[config.mk]
export PLATFORM = sky130hd
export DESIGN_NAME = gsm_div
export DESIGN_NICKNAME = d
export VERILOG_FILES = /design/src/hdl/gsm_pkg.sv /design/src/hdl/gsm_div.sv
export SDC_FILE = /design/constraint.sdc
export NUM_CORES = 1
export LEC_CHECK = 0
export ABC_CLOCK_PERIOD_IN_PS = 3100
export BUFFER_PORTS_ARGS = -buffer_cell sky130_fd_sc_hd__buf_2
export CORE_ASPECT_RATIO = 0.6
export CORE_MARGIN = 3
export CORE_UTILIZATION = 55
export DETAILED_ROUTE_END_ITERATION = 7
export GPL_TIMING_DRIVEN = 0
export MAX_ROUTING_LAYER = met4
export PLACE_DENSITY_LB_ADDON = 0.3
export SKIP_CTS_REPAIR_TIMING = 1
export SLEW_MARGIN = 20
export SYNTH_ARGS = -nofsm -noshare
export SYNTH_HDL_FRONTEND = slang
export SYNTH_SLANG_ARGS = --single-unit
[constraint.sdc]
create_clock -name clk -period 3.1 [get_ports clk]
set_input_delay 0.465 -clock clk [delete_from_list [all_inputs] [get_ports clk]]
set_output_delay 0.465 -clock clk [all_outputs]
set_load 0.02 [all_outputs]
[src/hdl/gsm_pkg.sv]
// ---------------------------------------------------------------------------
// gsm_pkg
// Shared widths, codes and record types of the graph segment merge core.
// ---------------------------------------------------------------------------
package gsm_pkg;

    localparam int VERT_W   = 10;
    localparam int WEIGHT_W = 16;
    localparam int THR_W    = 18;
    localparam int SIZE_W   = 11;
    localparam int COUNT_W  = 11;

    localparam logic CMD_LOAD  = 1'b0;
    localparam logic CMD_QUERY = 1'b1;

    localparam logic KIND_RUN   = 1'b0;
    localparam logic KIND_LABEL = 1'b1;

    localparam logic REG_THRESHOLD = 1'b0;
    localparam logic REG_VERTEX    = 1'b1;

    localparam logic [WEIGHT_W-1:0] THRESHOLD_RESET = 16'd256;
    localparam logic [COUNT_W-1:0]  VERTEX_RESET    = 11'd1024;

    typedef struct packed {
        logic [VERT_W-1:0]   a;
        logic [VERT_W-1:0]   b;
        logic [WEIGHT_W-1:0] w;
    } edge_rec_t;

    typedef struct packed {
        logic [SIZE_W-1:0] size;
        logic [THR_W-1:0]  thr;
    } set_ent_t;

endpackage

[src/hdl/gsm_div.sv]
// ---------------------------------------------------------------------------
// gsm_div
// Restoring divider: merge constant over set size, one quotient bit a cycle.
// ---------------------------------------------------------------------------
module gsm_div
(
    input  logic                         clk,
    input  logic                         rst_n,
    input  logic                         start,
    input  logic [gsm_pkg::WEIGHT_W-1:0] dividend,
    input  logic [gsm_pkg::SIZE_W-1:0]   divisor,
    output logic                         done,
    output logic [gsm_pkg::WEIGHT_W-1:0] quotient
);

    localparam int CNT_W = $clog2(gsm_pkg::WEIGHT_W + 1);

    logic                         busy_reg;
    logic                         done_reg;
    logic [CNT_W-1:0]             cnt_reg;
    logic [gsm_pkg::SIZE_W-1:0]   rem_reg;
    logic [gsm_pkg::WEIGHT_W-1:0] quo_reg;
    logic [gsm_pkg::SIZE_W-1:0]   dvs_reg;
    logic [gsm_pkg::SIZE_W:0]     trial;
    logic                         fits;

    assign trial = {rem_reg, quo_reg[gsm_pkg::WEIGHT_W-1]};
    assign fits  = trial >= {1'b0, dvs_reg};

    always_ff @(posedge clk or negedge rst_n)
    begin
        if (!rst_n)
        begin
            busy_reg <= 1'b0;
            done_reg <= 1'b0;
            cnt_reg  <= '0;
        end
        else
        begin
            done_reg <= 1'b0;
            if (start)
            begin
                busy_reg <= 1'b1;
                cnt_reg  <= CNT_W'(gsm_pkg::WEIGHT_W);
            end
            else if (busy_reg)
            begin
                cnt_reg <= cnt_reg - CNT_W'(1);
                if (cnt_reg == CNT_W'(1))
                begin
                    busy_reg <= 1'b0;
                    done_reg <= 1'b1;
                end
            end
        end
    end

    always_ff @(posedge clk)
    begin
        if (start)
        begin
            rem_reg <= '0;
            quo_reg <= dividend;
            dvs_reg <= divisor;
        end
        else if (busy_reg)
        begin
            rem_reg <= fits ? gsm_pkg::SIZE_W'(trial - {1'b0, dvs_reg})
                            : trial[gsm_pkg::SIZE_W-1:0];
            quo_reg <= {quo_reg[gsm_pkg::WEIGHT_W-2:0], fits};
        end
    end

    assign done     = done_reg;
    assign quotient = quo_reg;

endmodule

* After elaboration in Yosys (flattened, before gate mapping)
Cells that the tools add are included.
** Word-level totals
- Flip-flop bits (word level) :: 45
- Bits in latches :: 0
- Bits in writable memories :: 0
- Bits in read-only memories :: 0
- Output and inout port bits :: 17
- Logic and storage cells :: 22
- Memories :: 0
** Cells by class
- Add/sub/neg operators :: 2
- Multiply operators :: 0
- Div/mod/pow operators :: 0
- $lt $le $gt $ge :: 1
- Equality and inequality tests :: 1
- Shifts and indexed selects :: 0
- Mux-type cells :: 11
- Bitwise operators :: 0
- Reductions and logical operators :: 1
** Operators with widths (count)
- $mux 16 :: 2
- $ge 12x11->1 :: 1
- $mux 11 :: 1
- $sub 11x11->11 :: 1
- $mux 5 :: 2
- $mux 1 :: 6
- $eq 5x1->1 const B :: 1
- $sub 5x1->5 const B :: 1
- $reduce_bool 2->1 :: 1

* Depth between registers and ports, before layout
Gate-level depths: netlist of the first run.
- Word-level depth :: 4
- Depth in mapped cells :: 10
- Mapped depth without buffers :: 9

* Least setup slack after synthesis of the first run
OpenSTA, ideal clock, no wires.
- Kind :: flip-flop to flip-flop
- From :: register quo_reg (netlist bit quotient[15])
- To :: register rem_reg[0] (netlist bit)
- Setup time :: 79 ps
- Arrival time :: 2277 ps
- Setup slack :: 744 ps
- Cell stages (with the launch flop) :: 10
- Path buffers :: 0
- Clock period less this slack :: 2356 ps
- Cell sequence :: edfxtp_1 inv_1 ha_1 fa_1 nor2b_1 o31a_1 o21ai_2 o21ai_2 mux2_4 a211oi_2
** Between the ends
- Longest elaborated chain between the ends :: 2
- Elaborated cells on any way between the ends :: 3
- Those cells by class :: 1 x add/sub; 1 x order compare; 1 x mux
** Ends and longest elaborated chain
- start: declaration :: line gsm_div.sv:22 : logic [gsm_pkg::WEIGHT_W-1:0] quo_reg;
- start signal: assignment :: line gsm_div.sv:63 : quo_reg <= dividend;
- start signal: assignment :: line gsm_div.sv:70 : quo_reg <= {quo_reg[gsm_pkg::WEIGHT_W-2:0], fits};
- $sub 11x11->11 / $ge 12x11->1 (equally long branches) :: line gsm_div.sv:68, gsm_div.sv:28
- $mux 11 (*) :: line gsm_div.sv:68 : rem_reg <= fits ? gsm_pkg::SIZE_W'(trial - {1'b0, dvs_reg})
- end signal: assignment :: line gsm_div.sv:68
- end: declaration :: line gsm_div.sv:21 : logic [gsm_pkg::SIZE_W-1:0] rem_reg;
Every way passes the cells marked *; elsewhere a longest branch is shown, timed or not.
A chain may end at the register's enable or synchronous reset.

* Worst setup path in the final report of the first run
- From :: register quo_reg (netlist bit quotient[15])
- To :: register rem_reg[9] (netlist bit)
Same word-level chain as after synthesis.

==> flow_summary.yaml, run 1 <==
timing:
  min_period_ps: 2600
  finalCritPeriodShare: 0.839
  timing.final.max_slew_violations: 0
  tns_ps: 0
  tightest_slew_ps: 552
  hold_viol_final: 0
  setup_slack_ps: 499
  skew_ps: 11.5
  grt_setup_unrepaired: "no"
  setup_viol: 0
  slew-limit-headroom: 0.632
  fmax_mhz: 385
synthesis:
  avgSynthCellArea_sq_um: 11.4
  synth.net_count: 256
  ys_warn_count: 0
  yosysUniqueCellTypes: 50
  synthArstFlopShare: 0.156
  synth_edf_count: 27
  synth_ff_type: "edfxtp_1"
  syn_inst: 212
  synthesis.area_sq_mm: 0.00242
  ys_ff_latch: 45
  ys_seq_area_frac: 0.498
clocking:
  cts_tree: "done"
  clk_root_buffer_cell: "clkbuf_8"
  htreeDepth: 2
  clkSlewWorstSetupHoldPaths_ps: 90
  cts_buffers: 5
  cts.sinks: 45
  clk_latency_ps: 300
  cts_buffer_depth: 2
global_route:
  grt_pass1_wl_um: 7940
  grt_usage: 0.199
  grt_max_degree: 17
  grt_overflow: 0
  antenna_found_initial: 0
  grt_pass1_vias: 1689
final_layout:
  most-common-layout-cells: "buf_2, edfxtp_1, nor2_1"
  fin_cells: 327
  antenna_cells: 0
  drive_gt1_frac: 0.311
  area_delta_synth_final_pct: 18.0
  final_cell_area_sq_mm: 0.00286
  layout_commonest_cell: "buf_2"
  largest_register_ffs: 16
  fin_nets: 310
placed_design:
  gp_congestion: 0.818
  place_ws_ps: 598
  placed_area_sq_mm: 0.00273
  io_buffers: 46
  place_hpwl_um: 3600
  dp.cells: 318
routing:
  totalWireLength_um: 4780
  final_antenna_net_count: 0
  dr.pass1.iters: 5
  drt-initial-drc-count: 122
  wire_per_inst_um: 14.6
  drc: 0
  num_vias: 1781
  vias_per_cell: 5.45
power_and_ir_drop:
  p_leak_nw: 1.23
  ir_drop_v: 0.000494
  power_mw: 2.33
  p_per_area_mw_per_mm2: 816
critical_path:
  required_ps: 3310
  cp_max_fo: 10
  criticalPathCategory: "flip-flop to flip-flop"
  critPathLaunchType: "flip-flop"
  cp_data_arrival_time_ps: 2810
  worstSetupEndpointType: "flip-flop"
floorplan:
  ioPinCount: 47
  die_w_um: 91.7
  coreArea_sq_mm: 0.00417
  placementRows: 18
  fp.dieH_um: 57.4
  die-area_sq_mm: 0.00527
  start_util: 0.582
status:
  outcome: "finished clean"
hold_path:
  min_path_type: "input pin to flip-flop"
job:
  drv_cap: 0
logic make-up after synthesis:
family / after synthesis / synth area share
simple gates: 53 / 0.118
flops: 45 / 0.498
compound gates: 41 / 0.120
buf+inv: 26 / 0.0470
mux: 24 / 0.109
fa+ha+maj: 14 / 0.0754
xor+xnor: 9 / 0.0325
stage by stage:
stage	hold slack (ps)	utilization
2_1_floorplan	169	-
3_3_place_gp	303	0.655
3_5_place_dp	304	0.655
4_1_cts	-25.4	0.684
5_1_grt	325	0.686
6_report	334	0.686
final timing paths:
kind | to | slack (ps) | cells past startpoint | startpoint
min reg2reg | rem_reg[10]$_SDFFE_PP0P_ | 510 | 2 | rem_reg[10]$_SDFFE_PP0P_
max in group asynchronous | cnt_reg[1]$_DFFE_PN0P_ | 2430 | 2 | rst_n
min | dvs_reg[7]$_DFFE_PP_ | 330 | 1 | divisor[7]
max | rem_reg[9]$_SDFFE_PP0P_ | 500 | 10 | quotient[15]$_DFFE_PP_
max reg2reg | rem_reg[9]$_SDFFE_PP0P_ | 500 | 10 | quotient[15]$_DFFE_PP_
min in group asynchronous | cnt_reg[4]$_DFFE_PN0P_ | 510 | 2 | rst_n
area by class of cell:
| type | count | area [sq um] |
|---|---|---|
| Fill cell | 318 | 1310 |
| Sequential cell | 45 | 1210 |
| Multi-Input combinational cell | 141 | 1100 |
| Timing Repair Buffer | 47 | 240 |
| Clock buffer | 6 | 82.6 |
| Tap cell | 60 | 75.1 |
| Inverter | 17 | 63.8 |
| Buffer | 9 | 50.0 |
| Clock inverter | 2 | 37.5 |
critical path, cell delays in order (launching register included):
cell	delay, ps
edfxtp_1	360
inv_1	70
ha_1	240
fa_1	420
nor2b_1	170
o31a_1	210
o21ai_2	150
o21ai_2	300
buf_6	210
o21ai_0	110
a311oi_1	250
power breakdown:
| part | internal [mW] | leakage (nW) | switching [mW] |
|---|---|---|---|
| registers | 0.782 | 0.452 | 0.105 |
| clock network | 0.262 | 0.0574 | 0.204 |
| logic | 0.452 | 0.722 | 0.529 |
metal layers:
layer,global-route usage,up-vias,wire (um),share of wire
met5,-,-,0,0
met4,0.0740,0,78,0.016
met3,0.0461,10,256,0.054
met2,0.274,42,2030,0.42
met1,0.286,846,2420,0.51
li1,-,883,-,-
synthesized netlist by cell type, types with 2 or more instances:
master,n,area (sq um)
or3_1,3,18.8
edfxtp_1,27,811
o31a_1,2,17.5
nor2b_1,2,12.5
nand2b_1,5,31.3
o21a_1,2,15.0
dfxtp_1,11,220
xnor2_1,8,70.1
a211oi_1,8,60.1
nor3b_1,2,15.0
mux2_2,16,180
nand3_1,3,15.0
o211ai_1,2,15.0
nand2_1,7,26.3
buf_6,2,22.5
a311oi_1,2,17.5
o21ai_0,9,45.0
a21oi_1,5,25.0
o21ai_2,2,17.5
mux2i_1,7,70.1
o22ai_1,2,12.5
inv_1,16,60.1
ha_1,13,163
buf_1,4,15.0
nor3_1,2,10.0
nor2_1,19,71.3
dfrtp_1,7,175
clkbuf_1,2,7.51
(Power assumes the default switching activity.)
==> inputs of run 2 (changes only) <==
Settings changed: ABC_CLOCK_PERIOD_IN_PS 3100 to 2600.
Clock period 3.1 ns to 2.6 ns, I/O delays scaled along.
==> run 2 against run 1 <==
Against the previous run: register-to-register slack lost 380 ps; core utilization is 1.7 points higher; highest routed layer unchanged; flip-flop and latch count did not move; first-iteration DRC count fell by 27%; maximum frequency grew 5.0%; die area unchanged.
==> flow_summary.yaml, run 2 (same netlist as run 1, synthesis figures left out) <==
placed_design:
  place_hpwl_um: 3600
  io_buffers: 46
  placed_area_sq_mm: 0.00273
  dp.cells: 318
  gp_congestion: 0.818
critical_path:
  cp_data_arrival_time_ps: 2530
  timing.rr.start: "quotient[15]$_DFFE_PP_"
  worstSetupEndpointType: "flip-flop"
  reg2reg_slack_ps: 120
  cp_slowest_stage_delay_ps: 400
  required_ps: 2650
  criticalPathCategory: "flip-flop to flip-flop"
  crit_path_top_delay_cell: "edfxtp_1"
  cp_max_fo: 6
  cp_common_cell: "o21ai_4"
  path_cells: "inv_1 > ha_1 > fa_2 > nor2b_2 > o31a_1 > o21ai_4 > o21ai_4 > clkbuf_16 > mux2_2"
  critPathLaunchType: "flip-flop"
  reg2regPathDepth: 9
  reg2reg_to: "quotient[0]$_DFFE_PP_"
clocking:
  clk_latency_ps: 300
  cts.sinks: 45
  clk_root_buffer_cell: "clkbuf_8"
  clkSlewWorstSetupHoldPaths_ps: 90
  cts_buffers: 5
  htreeDepth: 2
  cts_tree: "done"
  cts_buffer_depth: 2
final_layout:
  area_delta_synth_final_pct: 20.8
  final_cell_area_sq_mm: 0.00293
  fin_util: 0.703
  drive_gt1_frac: 0.323
  layout_commonest_cell: "buf_2"
  largest_register_ffs: 16
  fill_cells: 305
  antenna_cells: 0
  fin_nets: 312
  fin_cells: 329
  most-common-layout-cells: "buf_2, edfxtp_1, nor2_1"
timing:
  hold_viol_final: 0
  skew_ps: 10.3
  min_period_ps: 2480
  finalCritPeriodShare: 0.953
  tightest_slew_ps: 537
  fmax_mhz: 404
  tns_ps: 0
  grt_setup_unrepaired: "no"
  timing.final.max_slew_violations: 0
  slew-limit-headroom: 0.639
  setup_viol: 0
floorplan:
  die-area_sq_mm: 0.00527
  ioPinCount: 47
  fp.dieH_um: 57.4
  die_w_um: 91.7
  placementRows: 18
  start_util: 0.582
  coreArea_sq_mm: 0.00417
routing:
  totalWireLength_um: 4890
  drt-initial-drc-count: 89
  num_vias: 1799
  wire_per_inst_um: 14.8
  dr.pass1.iters: 4
  final_antenna_net_count: 0
  vias_per_cell: 5.47
  drc: 0
global_route:
  grt_max_degree: 17
  antenna_found_initial: 0
  grt_pass1_vias: 1689
  grt_pass1_wl_um: 7940
  grt_overflow: 0
  grt_usage: 0.199
job:
  drv_cap: 0
hold_path:
  hp-start: "divisor[7]"
  min_path_type: "input pin to flip-flop"
  holdPathStages: 1
  holdPathEnd: "dvs_reg[7]$_DFFE_PP_"
power_and_ir_drop:
  p_per_area_mw_per_mm2: 983
  ir_drop_v: 0.000589
  p_leak_nw: 1.25
  power_mw: 2.88
status:
  outcome: "finished clean"
run 2: worst max-delay path by stage:
stage	slack [ps]	from	to	cells past startpoint
after floorplan	240	quotient[15]$_DFFE_PP_	rem_reg[0]$_SDFFE_PP0P_	9
after global placement	110	quotient[15]$_DFFE_PP_	rem_reg[9]$_SDFFE_PP0P_	10
after detailed placement	100	quotient[15]$_DFFE_PP_	rem_reg[9]$_SDFFE_PP0P_	10
after CTS	40	quotient[15]$_DFFE_PP_	rem_reg[9]$_SDFFE_PP0P_	10
after global routing	8	quotient[15]$_DFFE_PP_	rem_reg[7]$_SDFFE_PP0P_	10
final	120	quotient[15]$_DFFE_PP_	quotient[0]$_DFFE_PP_	9
run 2: through the flow:
stage,setup slack [ps],hold WS [ps]
3_5_place_dp,98.1,229
2_1_floorplan,244,94.4
6_report,123,261
4_1_cts,36.2,-100
5_1_grt,8.37,250
3_3_place_gp,106,228
run 2: critical path: cells and delay by family, from the launching register on:
kind            cells  cell delay (ps)
buf+inv             2              300
simple gates        1               50
flops               1              400
mux                 1              260
fa+ha+maj           2              440
compound gates      3              760
run 2: routing by layer:
metal	track usage	wire, um	vias to the layer above
li1	-	-	884
met1	0.286	2430	867
met2	0.274	2090	38
met3	0.0461	286	10
met4	0.0740	79	0
met5	-	0	-
run 2: area by class of cell:
type	instances	area (sq um)	share of cell area
flip-flops and latches	45	1210	0.412
multi-input cells	141	1140	0.388
repair buffers	49	273	0.0932
clock buffers	6	82.6	0.0282
well taps	60	75.1	0.0256
inverters	17	63.8	0.0218
plain buffers	9	53.8	0.0184
clock inverters	2	37.5	0.0128
run 2: power breakdown:
part | total, mW | internal (mW) | switching [mW]
combinational | 1.27 | 0.601 | 0.665
sequential | 1.06 | 0.933 | 0.128
clock | 0.552 | 0.312 | 0.240
